`config.mk`:
```
export PLATFORM = sky130hd
export DESIGN_NAME = whm_front
export DESIGN_NICKNAME = d
export VERILOG_FILES = /design/src/rtl/weighted_histogram_mode_engine_unit_macros.svh /design/src/rtl/whm_pkg.sv /design/src/rtl/whm_front.sv
export SDC_FILE = /design/constraint.sdc
export NUM_CORES = 1
export LEC_CHECK = 0
export BUFFER_PORTS_ARGS = -buffer_cell sky130_fd_sc_hd__buf_2
export CORE_MARGIN = 2
export CORE_UTILIZATION = 43
export CTS_CLUSTER_SIZE = 8
export DETAILED_ROUTE_END_ITERATION = 8
export PLACE_DENSITY = 0.95
export SLEW_MARGIN = 20
export SYNTH_ARGS = -nofsm -noshare
export SYNTH_HDL_FRONTEND = slang
export SYNTH_SLANG_ARGS = --single-unit
```
`constraint.sdc`:
```
create_clock -name clock -period 6.4 [get_ports clock]
set_clock_uncertainty 0.15 [all_clocks]
set_input_delay 1.28 -clock clock [delete_from_list [all_inputs] [get_ports clock]]
set_output_delay 1.28 -clock clock [all_outputs]
set_load 0.05 [all_outputs]
```
`src/rtl/weighted_histogram_mode_engine_unit_macros.svh`:
```
// Assertion macros for the weighted histogram mode engine.
`ifndef WEIGHTED_HISTOGRAM_MODE_ENGINE_UNIT_MACROS_SVH
`define WEIGHTED_HISTOGRAM_MODE_ENGINE_UNIT_MACROS_SVH

// Same-cycle implication, disabled during reset.
`define WHM_ASSERT_IMPL(label, clk, rst, ante, cons) \
   label: assert property (@(posedge clk) disable iff (rst) (ante) |-> (cons)) \
      else $error("whm assertion failed");

// Next-cycle implication, checked through reset as well.
`define WHM_ASSERT_NEXT(label, clk, ante, cons) \
   label: assert property (@(posedge clk) (ante) |=> (cons)) \
      else $error("whm assertion failed");

`endif

```
`src/rtl/whm_pkg.sv`:
```
// Package: types, widths and codes of the weighted histogram mode engine.
`timescale 1ns / 1ps
package whm_pkg;

   localparam int MAX_BINS_DEF = 256;
   localparam int CMD_W        = 2;
   localparam int VALUE_W      = 16;
   localparam int WEIGHT_W     = 16;
   localparam int RANGE_W      = 9;
   localparam int CFG_W        = 9;
   localparam int BIN_W        = 8;
   localparam int COUNT_W      = 40;
   localparam int TOTAL_W      = 48;
   localparam int WSUM_W       = 56;
   localparam int PROD_W       = BIN_W + WEIGHT_W;
   localparam int QUEUE_DEPTH  = 2;

   localparam logic [CFG_W-1:0]   BINS_RESET = 9'd256;
   localparam logic [RANGE_W-1:0] MODE_NONE  = 9'h1FF;

   localparam logic [CMD_W-1:0] CMD_INCREMENT = 2'd0;
   localparam logic [CMD_W-1:0] CMD_CLEAR     = 2'd1;
   localparam logic [CMD_W-1:0] CMD_QUERY     = 2'd2;

   typedef struct packed {
      logic [CMD_W-1:0]   command;
      logic [VALUE_W-1:0] bin_value;
      logic [WEIGHT_W-1:0] weight;
      logic [RANGE_W-1:0] range_low;
      logic [RANGE_W-1:0] range_high;
   } req_type;

   typedef struct packed {
      logic signed [RANGE_W-1:0] mode_bin;
      logic [COUNT_W-1:0]        mode_count;
      logic [TOTAL_W-1:0]        range_total;
      logic [TOTAL_W-1:0]        overall_total;
      logic [WSUM_W-1:0]         weighted_sum;
   } rsp_type;

   // Classified work item handed from the front end to the back end.
   typedef struct packed {
      logic [CMD_W-1:0]    op;
      logic [BIN_W-1:0]    bin;
      logic [WEIGHT_W-1:0] weight;
      logic [RANGE_W-1:0]  lo;
      logic [RANGE_W-1:0]  hi;
   } job_type;

   typedef enum logic [3:0] {
      ST_IDLE = 4'b0001,
      ST_INC  = 4'b0010,
      ST_SCAN = 4'b0100,
      ST_RESP = 4'b1000
   } state_type;

endpackage

```
`src/rtl/whm_front.sv`:
```
// Front end: bins-in-use register, command decode, bin and range clamping.
`timescale 1ns / 1ps
module whm_front #(
   parameter int MAX_BINS = whm_pkg::MAX_BINS_DEF
) (
   input  logic                        clock,
   input  logic                        reset,
   input  logic                        csr_wr_en,
   input  logic [whm_pkg::CFG_W-1:0]   csr_wr_data,
   input  logic                        push,
   input  whm_pkg::req_type            req_data,
   input  logic                        q_full,
   output logic                        q_push,
   output whm_pkg::job_type            q_job
);

   localparam logic [whm_pkg::CFG_W-1:0] NMAX = whm_pkg::CFG_W'(MAX_BINS);

   logic [whm_pkg::CFG_W-1:0] bins_ff, bins_in;
   logic [whm_pkg::CFG_W-1:0] n_eff;
   logic [whm_pkg::CFG_W-1:0] n_last;
   logic                      known_cmd;

   always_comb begin
      bins_in = csr_wr_en ? csr_wr_data : bins_ff;
   end

   always_ff @(posedge clock) begin
      if (reset) begin
         bins_ff <= whm_pkg::BINS_RESET;
      end else begin
         bins_ff <= bins_in;
      end
   end

   always_comb begin
      if (bins_ff == '0) begin
         n_eff = whm_pkg::CFG_W'(1);
      end else if (bins_ff > NMAX) begin
         n_eff = NMAX;
      end else begin
         n_eff = bins_ff;
      end
      n_last = n_eff - 1'b1;
   end

   always_comb begin
      unique case (req_data.command) inside
         whm_pkg::CMD_INCREMENT, whm_pkg::CMD_CLEAR, whm_pkg::CMD_QUERY: known_cmd = 1'b1;
         default: known_cmd = 1'b0;
      endcase
   end

   always_comb begin
      q_job.op     = req_data.command;
      q_job.weight = req_data.weight;
      q_job.lo     = req_data.range_low;
      // values past the bins in use land in the last bin
      if (req_data.bin_value >= whm_pkg::VALUE_W'(n_eff)) begin
         q_job.bin = whm_pkg::BIN_W'(n_last);
      end else begin
         q_job.bin = whm_pkg::BIN_W'(req_data.bin_value);
      end
      q_job.hi = (req_data.range_high > n_eff) ? n_eff : req_data.range_high;
   end

   // unused command codes are taken and dropped
   assign q_push = push && !q_full && known_cmd;

endmodule

```
==> Word level (Yosys, flattened, before mapping) <==
Cells that the tools add are included.
{ "word_totals": {"register_bits": 9, "word_cells": 18, "in_bits": 66, "output_inout_bits": 45} }
{ "op_classes": {"magnitude_cmp": 3, "muxes": 5, "eq_ne": 2, "reduce_logical": 6, "n_addsub": 1} }
{ "op_table": {"columns": ["operator", "count"], "rows": [
  ["$mux W9", 3],
  ["$ge A16 B9 Y1", 1],
  ["$gt A9 B9 Y1", 1],
  ["$gt A9 B9 Y1 const B", 1],
  ["$logic_not A9 Y1", 1],
  ["$mux W8", 1],
  ["$sub A8 B1 Y8 const B", 1],
  ["$reduce_or A3 Y1", 1],
  ["$eq A2 B1 Y1 const B", 1],
  ["$eq A2 B2 Y1 const B", 1],
  ["$logic_and A1 B1 Y1", 2],
  ["$logic_not A2 Y1", 1],
  ["$logic_not A1 Y1", 1],
  ["$mux W1", 1]
]} }

==> Logic depth before layout (Yosys ltp) <==
{ "depth": {"word_depth": 5, "mapped_depth": 11} }

==> Worst setup path before layout <==
No wires, ideal clock.
{ "synth_path": {"path_type": "input-to-output", "from": "input req_data[37] (netlist bit)", "to": "output q_job[34] (netlist bit)", "path_stages": 7, "arrival_ps": 3124, "path_buffers": 1, "path_slack_ps": 1846, "cell_sequence": "ha_1 -> a21o_1 -> a21oi_1 -> o2111ai_1 -> a41o_1 -> buf_6 -> mux2i_1"} }
{ "synth_lines": {"columns": ["item", "line", "text"], "rows": [
  ["start: declaration", "whm_front.sv:11", "input whm_pkg::req_type req_data,"],
  ["end: declaration", "whm_front.sv:14", "output whm_pkg::job_type q_job"]
]} }

==> reports/metrics.yaml <==
drt:
  dr_total_vias: 1270
  first_iter_violations: 32
  ant_nets: 0
  routedWlPerCell_um: 12.50
  dr.pass1.iters: 4
  drc: 0
  wl_mm: 3.100
  via_per_inst: 5.121
timing:
  worst_slack_ps: 1774
  finalSetupTns_ps: 0
  period_needed_ps: 4626
  fin_crit_sh_pct: 72.28
  drv_slew: 0
  clock.fmax_mhz: 216.2
  setup_viol: 0
  max-slew-margin-rel_pct: 64.57
  grt_setup_unrepaired: "no"
  hold_viol_final: 0
  worst_pin_slew_ps: 531.4
  timing.hold.ws_ps: 401.5
pwr:
  total_power_uw: 248.7
  peakVddDrop_mv: 0.1064
  p_leak_uw: 0.0008350
  pwr_density_cell_nw_per_um2: 159.7
setup_path:
  cp_data_required_time_ps: 4970
  rrSetupSlack_ps: 5330
  end_kind: "primary output"
  rr_worst_depth: 2
  cp.arrival_ps: 3200
  slowest_delay_ps: 560
  r2r_start: "bins_ff[8]"
  worst_path_most_repeated_cell: "nor2_4"
  path_cells: "or4_4 -> nor2_4 -> nor2_2 -> nor2_4 -> ha_1 -> nand2b_1 -> a21oi_1 -> o21bai_1 -> a41o_1 -> mux2_4 -> buf_2"
  reg2reg_to: "bins_ff[8]"
  start_kind: "flip-flop"
  crit_type: "flip-flop to primary output"
  cp_max_fo: 8
  crit_path_top_delay_cell: "or4_4"
final_layout:
  area_delta_synth_final_pct: 11.46
  fin_nets: 290
  largest_reg_flops: 9
  layout_common_cells: "buf_2 (60), ha_1 (19), mux2i_1 (18)"
  reg_top3: "bins_ff x9"
  fillers: 309
  largest_register: "bins_ff"
  antenna_cells: 0
  fin_area_um2: 1558
  drive_gt1_share_pct: 37.75
  final_common_cell: "buf_2"
clock_tree:
  holdBufCountCts: 0
  clk_latency_ps: 260
  cts_tree: "yes"
  cts_resized: 0
  cts_root_buf: "clkbuf_4"
  clock_sinks: 9
  clock_path_buffers: 2
  ctsHtreeMaxLevel: 1
  clkSlewWorstSetupHoldPaths_ps: 60
  post-cts-setup-buffer-count: 0
  numCtsBuffers: 3
synth:
  ys_seq_area_share_pct: 12.89
  postSynthCellCount: 170
  yosys_most_used_dff: "dfxtp_1"
  avgSynthCellArea_um2: 8.221
  synth_edf_count: 0
  synth_cell_types: 39
  ys_warn_count: 0
  syn_area_um2: 1398
  synth_fp_nets: 255
  ys_ff_latch: 9
  synthArstFlopShare_pct: 0
worst_hold_path:
  hold_start: "bins_ff[0]"
  hold_end: "bins_ff[0]"
  holdCritPathClass: "flip-flop to flip-flop"
  hold_depth: 2
global_route:
  grt_pass1_vias: 1190
  grt_max_degree: 11
  groute.usage.overall_pct: 17.24
  overflow: 0
  antenna_found_initial: 0
  grt_pass1_wl_mm: 4.954
die:
  start_util_pct: 45.41
  dieArea_um2: 3722
  core_area_um2: 3078
  die_x_um: 61.01
  io_pins: 111
  die_h_um: 61.01
  num_rows: 20
outcome:
  run_status: "completed"
place:
  preCtsSetupSlack_ps: 1839
  port_buffers: 60
  post-dp-hpwl_mm: 2.627
  place_congestion: 0.9101
  post_dp_cell_area_um2: 1531
job:
  drv_cap: 0
==> routing by layer <==
metal  GRT usage (%)  up-vias  part of all wire (%)
li1                -      639                     -
met1           20.92      563                    43
met2           30.41       64                    48
met3           3.151        4                   8.7
met4           6.211        0                  0.55
met5               0        -                     0
==> report_power, final <==
part           leakage (uW)  switching (uW)  internal, uW  total (uW)
Sequential        0.0000744            5.31          59.5        64.8
Clock             0.0000150            20.1          24.1        44.2
Combinational      0.000746            89.5          50.3         140
Total              0.000835             115           134         249
==> per-stage QoR <==
step,utilization [%],std cells
3_5_place_dp,49.76,244
3_3_place_gp,49.76,244
4_1_cts,50.61,248
2_1_floorplan,-,170
5_1_grt,50.61,248
6_report,50.61,248
==> worst max-delay path, delay by kind of cell (launching register included) <==
family,cells,cell delay (ps)
compound gates,3,720
fa+ha+maj,1,240
buf+inv,1,210
flops,1,380
mux,1,370
simple gates,5,1020
==> final cells by class <==
type                    instances  area (um^2)  area share, %
clock buffers                   4        26.28          1.687
inverters                      16        60.06          3.855
multi-input cells             115        935.9          60.08
flip-flops and latches          9        180.2          11.57
well taps                      44        55.05          3.534
repair buffers                 60        300.3          19.28
==> Yosys cell counts (3+ instances only) <==
master	instances	area share, %
mux2_4	5	5.4
mux2i_1	18	13
ha_1	19	17
nand2b_1	4	1.8
nand4_1	3	1.3
o21ai_0	5	1.8
dfxtp_1	9	13
nand2_1	12	3.2
nor2_1	10	2.7
buf_4	27	15
inv_1	14	3.8
a21oi_1	8	2.9
==> worst max-delay path by stage <==
stage                       startpoint         to  slack (ps)  cells after the start
final                       bins_ff[2]  q_job[36]        1770                     11
after global routing        bins_ff[2]  q_job[37]        1620                     11
after CTS                   bins_ff[2]  q_job[36]        1780                     11
after detailed placement  req_data[37]  q_job[36]        1840                      8
after global placement    req_data[37]  q_job[39]        1910                      8
after floorplan           req_data[37]  q_job[34]        1850                      7
==> logic make-up after synthesis <==
logic type | synth area share (%)
compound gates | 12.44
xor+xnor | 0.6268
fa+ha+maj | 17.01
buf+inv | 20.14
flops | 12.89
mux | 19.87
simple gates | 17.01
Power figures use the tool's default switching activity.
