File: src/rtl/weighted_histogram_mode_engine_unit_macros.svh
// Assertion macros for the weighted histogram mode engine.
`ifndef WEIGHTED_HISTOGRAM_MODE_ENGINE_UNIT_MACROS_SVH
`define WEIGHTED_HISTOGRAM_MODE_ENGINE_UNIT_MACROS_SVH

// Same-cycle implication, disabled during reset.
`define WHM_ASSERT_IMPL(label, clk, rst, ante, cons) \
   label: assert property (@(posedge clk) disable iff (rst) (ante) |-> (cons)) \
      else $error("whm assertion failed");

// Next-cycle implication, checked through reset as well.
`define WHM_ASSERT_NEXT(label, clk, ante, cons) \
   label: assert property (@(posedge clk) (ante) |=> (cons)) \
      else $error("whm assertion failed");

`endif

File: src/rtl/whm_pkg.sv
// Package: types, widths and codes of the weighted histogram mode engine.
`timescale 1ns / 1ps
package whm_pkg;

   localparam int MAX_BINS_DEF = 256;
   localparam int CMD_W        = 2;
   localparam int VALUE_W      = 16;
   localparam int WEIGHT_W     = 16;
   localparam int RANGE_W      = 9;
   localparam int CFG_W        = 9;
   localparam int BIN_W        = 8;
   localparam int COUNT_W      = 40;
   localparam int TOTAL_W      = 48;
   localparam int WSUM_W       = 56;
   localparam int PROD_W       = BIN_W + WEIGHT_W;
   localparam int QUEUE_DEPTH  = 2;

   localparam logic [CFG_W-1:0]   BINS_RESET = 9'd256;
   localparam logic [RANGE_W-1:0] MODE_NONE  = 9'h1FF;

   localparam logic [CMD_W-1:0] CMD_INCREMENT = 2'd0;
   localparam logic [CMD_W-1:0] CMD_CLEAR     = 2'd1;
   localparam logic [CMD_W-1:0] CMD_QUERY     = 2'd2;

   typedef struct packed {
      logic [CMD_W-1:0]   command;
      logic [VALUE_W-1:0] bin_value;
      logic [WEIGHT_W-1:0] weight;
      logic [RANGE_W-1:0] range_low;
      logic [RANGE_W-1:0] range_high;
   } req_type;

   typedef struct packed {
      logic signed [RANGE_W-1:0] mode_bin;
      logic [COUNT_W-1:0]        mode_count;
      logic [TOTAL_W-1:0]        range_total;
      logic [TOTAL_W-1:0]        overall_total;
      logic [WSUM_W-1:0]         weighted_sum;
   } rsp_type;

   // Classified work item handed from the front end to the back end.
   typedef struct packed {
      logic [CMD_W-1:0]    op;
      logic [BIN_W-1:0]    bin;
      logic [WEIGHT_W-1:0] weight;
      logic [RANGE_W-1:0]  lo;
      logic [RANGE_W-1:0]  hi;
   } job_type;

   typedef enum logic [3:0] {
      ST_IDLE = 4'b0001,
      ST_INC  = 4'b0010,
      ST_SCAN = 4'b0100,
      ST_RESP = 4'b1000
   } state_type;

endpackage

File: src/rtl/whm_fifo.sv
// Short job queue between the front end and the back end.
`timescale 1ns / 1ps
module whm_fifo (
   input  logic             clock,
   input  logic             reset,
   input  logic             push,
   input  whm_pkg::job_type wr_job,
   output logic             full,
   input  logic             pop,
   output whm_pkg::job_type rd_job,
   output logic             valid
);

   localparam int PW = (whm_pkg::QUEUE_DEPTH > 1) ? $clog2(whm_pkg::QUEUE_DEPTH) : 1;
   localparam int CW = $clog2(whm_pkg::QUEUE_DEPTH + 1);
   localparam logic [PW-1:0] LAST = PW'(whm_pkg::QUEUE_DEPTH - 1);

   whm_pkg::job_type entry_ff [whm_pkg::QUEUE_DEPTH];
   logic [PW-1:0] wr_ptr_ff, wr_ptr_in;
   logic [PW-1:0] rd_ptr_ff, rd_ptr_in;
   logic [CW-1:0] count_ff, count_in;
   logic          do_push, do_pop;

   assign full    = (count_ff == CW'(whm_pkg::QUEUE_DEPTH));
   assign valid   = (count_ff != '0);
   assign do_push = push && !full;
   assign do_pop  = pop && valid;
   assign rd_job  = entry_ff[rd_ptr_ff];

   always_comb begin
      wr_ptr_in = wr_ptr_ff;
      rd_ptr_in = rd_ptr_ff;
      count_in  = count_ff;
      if (do_push) begin
         wr_ptr_in = (wr_ptr_ff == LAST) ? '0 : wr_ptr_ff + 1'b1;
      end
      if (do_pop) begin
         rd_ptr_in = (rd_ptr_ff == LAST) ? '0 : rd_ptr_ff + 1'b1;
      end
      if (do_push && !do_pop) begin
         count_in = count_ff + 1'b1;
      end else if (do_pop && !do_push) begin
         count_in = count_ff - 1'b1;
      end
   end

   always_ff @(posedge clock) begin
      if (reset) begin
         wr_ptr_ff <= '0;
         rd_ptr_ff <= '0;
         count_ff  <= '0;
      end else begin
         wr_ptr_ff <= wr_ptr_in;
         rd_ptr_ff <= rd_ptr_in;
         count_ff  <= count_in;
      end
   end

   always_ff @(posedge clock) begin
      if (do_push) begin
         entry_ff[wr_ptr_ff] <= wr_job;
      end
   end

endmodule

File: config.mk
export PLATFORM = sky130hd
export DESIGN_NAME = whm_fifo
export DESIGN_NICKNAME = d
export VERILOG_FILES = /design/src/rtl/weighted_histogram_mode_engine_unit_macros.svh /design/src/rtl/whm_pkg.sv /design/src/rtl/whm_fifo.sv
export SDC_FILE = /design/constraint.sdc
export NUM_CORES = 1
export LEC_CHECK = 0
export ABC_AREA = 1
export BUFFER_PORTS_ARGS = -buffer_cell sky130_fd_sc_hd__buf_2
export CORE_ASPECT_RATIO = 0.75
export CORE_MARGIN = 2
export CORE_UTILIZATION = 49
export DETAILED_ROUTE_END_ITERATION = 10
export PLACE_DENSITY_LB_ADDON = 0.2
export SYNTH_ARGS = -nofsm -noshare
export SYNTH_HDL_FRONTEND = slang
export SYNTH_SLANG_ARGS = --single-unit
export TNS_END_PERCENT = 50
File: constraint.sdc
create_clock -name clock -period 3.55 [get_ports clock]
set_input_delay 0.71 -clock clock [delete_from_list [all_inputs] [get_ports clock]]
set_output_delay 0.71 -clock clock [all_outputs]
set_load 0.01 [all_outputs]
---- After elaboration in Yosys (flattened, before gate mapping) ----
Memories as Yosys holds them, arrays and structs flattened. A register that Yosys moved wholly into a read port is not among the register bits.
Index checks and enable logic that the tools add are counted.
cells by class
  $add $sub $neg .......................... 4
  eq/ne operators ......................... 1
  multiplexer cells ....................... 8
  reduce and logical (&&, ||, !) cells .... 9
operator list
  kind                   number
  $mux W1                6
  $logic_and A1 B1 Y1    4
  $mux W2                2
  $reduce_bool A2 Y1     2
  $logic_not A1 Y1       3
  $add A1 B1 Y1 const B  2
  $add A2 B1 Y2 const B  1
  $eq A2 B2 Y1 const B   1
  $sub A2 B1 Y2 const B  1
storage, ports and cells
  register bits after elaboration ......... 4
  bits in writable memories ............... 88
  input bits .............................. 48
  output and inout bits ................... 46
  logic and storage cells ................. 26
  memories ................................ 1
memory list
  name      words  width  read ports  clocked after Yosys merged registers in  wr ports  RTL line        text
  entry_ff  2      44     1           1                                        1         whm_fifo.sv:18  whm_pkg::job_type entry_ff [whm_pkg::QUEUE_DEPTH];

---- Depth between registers and ports, before layout ----
  depth after elaboration ................. 7
  mapped depth ............................ 10

---- Worst setup path before layout ----
No wires, ideal clock.
  path kind ............................... input-to-reg
  start ................................... in push
  end ..................................... mem entry_ff[1][0] (netlist bit), enable pin
  setup time .............................. 0.445 ns
  arrival time ............................ 2.626 ns
  required time ........................... 3.105 ns
  path slack .............................. 0.479 ns
  stages .................................. 2
  cells stage by stage .................... o21ai_2 > nor2_1
on the way
  word-level cells in the longest chain between the ends .. 3
ends and longest elaborated chain
  what                           RTL line        text
  from (decl)                    whm_fifo.sv:6   input logic push,
  $logic_and A1 B1 Y1            whm_fifo.sv:26  assign do_push = push && !full;
  $mux W1                        whm_fifo.sv:60  if (do_push) begin
  $mux W1 (implied by the code)  whm_fifo.sv:61  entry_ff[wr_ptr_ff] <= wr_job;
  to (decl)                      whm_fifo.sv:18
No other way between the ends.

==> results.py <==
metrics = {
    "sta": {
        "worst_clock_skew_ns": 0.0111,
        "slew_headroom_pct": 65.8,
        "fin_crit_ns": 2.44,
        "finalCritPeriodShare_pct": 68.6,
        "setup_violations": 0,
        "finalHoldViolCount": 0,
        "setup_tns_ns": 0,
        "report.final.slew_viol_count": 0,
        "tightest_slew_ns": 0.513,
        "grt_setup_unrepaired": "false",
        "timing.fmax_mhz": 410,
    },
    "flow_run": {
        "maxCapViolations": 0,
    },
    "yosys": {
        "ys_seq_elements": 93,
        "syn_area_per_cell_um2": 20.8,
        "synth_commonest_cells": "edfxtp_1, mux2_4, inv_1, nor2_1, nand2_1",
        "synth.area.top_cells": "edfxtp_1, mux2_4, dfxtp_1",
        "yosys_warnings": 0,
        "syn_nets": 223,
        "syn_area_um2": 3620,
        "synth_seq_area_share_pct": 75.7,
        "ys_types": 15,
        "synth_edf_count": 88,
        "synth_cells": 174,
        "synth_top_area_share_pct": 72.9,
        "synth_ff_type": "edfxtp_1",
        "yosys.area.top_type": "edfxtp_1",
        "synth_most_common_cell": "edfxtp_1",
        "ys_async_sr_fraction_pct": 0,
    },
    "setup_path": {
        "reg2reg_slack_ns": 1.88,
        "rr_endpoint": "entry_ff[0][15]",
        "cpPeakStageDelay_ns": 0.55,
        "worstPathArrival_ns": 1.73,
        "worstPathRequired_ns": 2.84,
        "cp.buffers_inverters": 2,
        "reg2reg_from": "count_ff[1]",
        "cp_top_family": "flip-flops",
        "start_kind": "register",
        "crit_slowest_cell": "dfxtp_2",
        "endpoint_kind": "primary output",
        "criticalPathCategory": "reg -> out",
        "r2r_cells": 4,
        "cp_cell_sequence": "buf_12, mux2_2, buf_2",
        "cp_max_fo": 34,
    },
    "floorplanning": {
        "core_area_um2": 7260,
        "die_w_um": 103,
        "rows": 27,
        "die_h_um": 78.5,
        "dieArea_um2": 8110,
        "ioPinCount": 94,
        "initial_core_util_pct": 49.9,
    },
    "clock_network": {
        "cts_hold_buffers": 0,
        "clk_latency_ns": 0.35,
        "cts_tree": "built",
        "root_buffer": "clkbuf_8",
        "cts_setup_buffers": 0,
        "clk_pin_slew_worst_paths_ns": 0.09,
        "clk_path_buf_depth": 2,
        "htree_levels": 3,
        "clock_sinks": 93,
        "cts_resized": 0,
        "numCtsBuffers": 9,
    },
    "pwr": {
        "pwr-share-seq_pct": 51.0,
        "power_density_nw_per_um2": 652,
        "leakage_nw": 1.74,
        "vdd_drop_max_uv": 325,
        "p_int_mw": 2.03,
        "p_sw_mw": 0.802,
        "combinationalPowerShare_pct": 27.4,
        "p_clk_share_pct": 21.6,
        "sw_frac_of_total_pct": 28.3,
    },
    "layout": {
        "syn2layout_area_growth_pct": 20.0,
        "drive_gt1_share_pct": 56.6,
        "final_nets": 325,
        "final_util_pct": 59.9,
        "fin_cells": 382,
        "diodes": 0,
        "design_area_um2": 4350,
    },
    "global_routing": {
        "grt_pass1_vias": 1698,
        "track_usage_pct": 14.1,
        "grt_overflow_total": 0,
        "grt_max_degree": 38,
        "antenna_found_initial": 0,
        "grt_pass1_wl_mm": 8.14,
    },
    "place": {
        "place_congestion": 0.801,
        "port_buffers": 93,
        "place_area_um2": 4180,
        "dp_hpwl_mm": 3.67,
        "dp.cells": 366,
    },
    "routing": {
        "drt-wirelength-per-cell_um": 14.5,
        "dr.pass1.iters": 4,
        "drt_wl_total_mm": 5.53,
        "vias_per_cell": 4.64,
        "ant_nets": 0,
        "drc": 0,
        "via_count": 1771,
        "drt_iter0_markers": 36,
    },
    "outcome": {
        "status": "finished clean",
    },
    "worst_hold_path": {
        "min_from": "wr_job[9]",
        "hold_class": "in -> reg",
        "hold_depth": 1,
        "min_to": "entry_ff[0][9]",
    },
}
power by group through the flow:
stage / combinational [mW] / clock [mW] / sequential [mW]
6_report: 0.778 / 0.612 / 1.45
3_5_place_dp: 0.790 / 0 / 1.47
2_1_floorplan: 0.592 / 0 / 1.45
5_1_grt: 0.852 / 0.682 / 1.46
3_3_place_gp: 0.786 / 0 / 1.47
4_1_cts: 0.794 / 0.634 / 1.45
worst max-delay path by stage:
stage                     startpoint        endpoint  depth (start not counted)
final                       register      rd_job[28]                          3
after global routing        register      rd_job[28]                          3
after CTS                   register      rd_job[28]                          3
after detailed placement    register      rd_job[28]                          3
after global placement      register      rd_job[28]                          3
after floorplan                 push  entry_ff[1][0]                          2
cells by family after synthesis:
logic type,after synthesis,share of synthesized area [%]
DFF,93,75.7
muxes,44,17.8
and+or+nand+nor,18,2.00
buffers and inverters,13,3.35
AOI/OAI and AO/OA,5,0.794
adders and majority gates,1,0.345
registers in the layout, summed over array words and instances (netlist names), named ones only:
register	count
count_ff	2
entry_ff	88
rd_ptr_ff	1
wr_ptr_ff	1
cell type report:
type | instances | area, um2
multi-input combinational | 68 | 774
clock inverter | 7 | 48.8
inverter | 8 | 30.0
timing repair buffer | 96 | 500
fill | 562 | 2920
sequential | 93 | 2740
clock buffer | 9 | 124
tap | 101 | 126
layout by cell type, fill, tap and decap left out, drive strengths merged:
master / count
mux2: 44
nand4: 1
dfxtp: 5
o21ai: 3
nor2: 8
clkinv: 4
a21oi: 2
buf: 96
nand3: 2
ha: 1
edfxtp: 88
clkbuf: 9
inv: 11
nand2: 7
per-stage QoR:
step	hold WS, ns	total power, mW	worst slack, ns
finish	0.539	2.84	1.11
global route	0.513	2.99	1.03
CTS	0.522	2.88	1.07
detailed placement	0.521	2.26	1.47
global placement	0.479	2.25	1.46
floorplan	0.465	2.04	0.479
worst reg2reg max path: stages, from the launching register on:
cell and delay [ns]:
dfxtp_1 0.32, inv_1 0.11, o21ai_2 0.12, nor2_4 0.23, buf_4 0.49
layer usage:
layer  track usage, %  vias to the layer above  wire length [um]
met4             5.13                        0                53
li1                 -                      866                 -
met2             22.4                       55              2750
met1             17.1                      843              2350
met5                0                        -                 0
met3             6.14                        7               377
(Power assumes the default switching activity.)
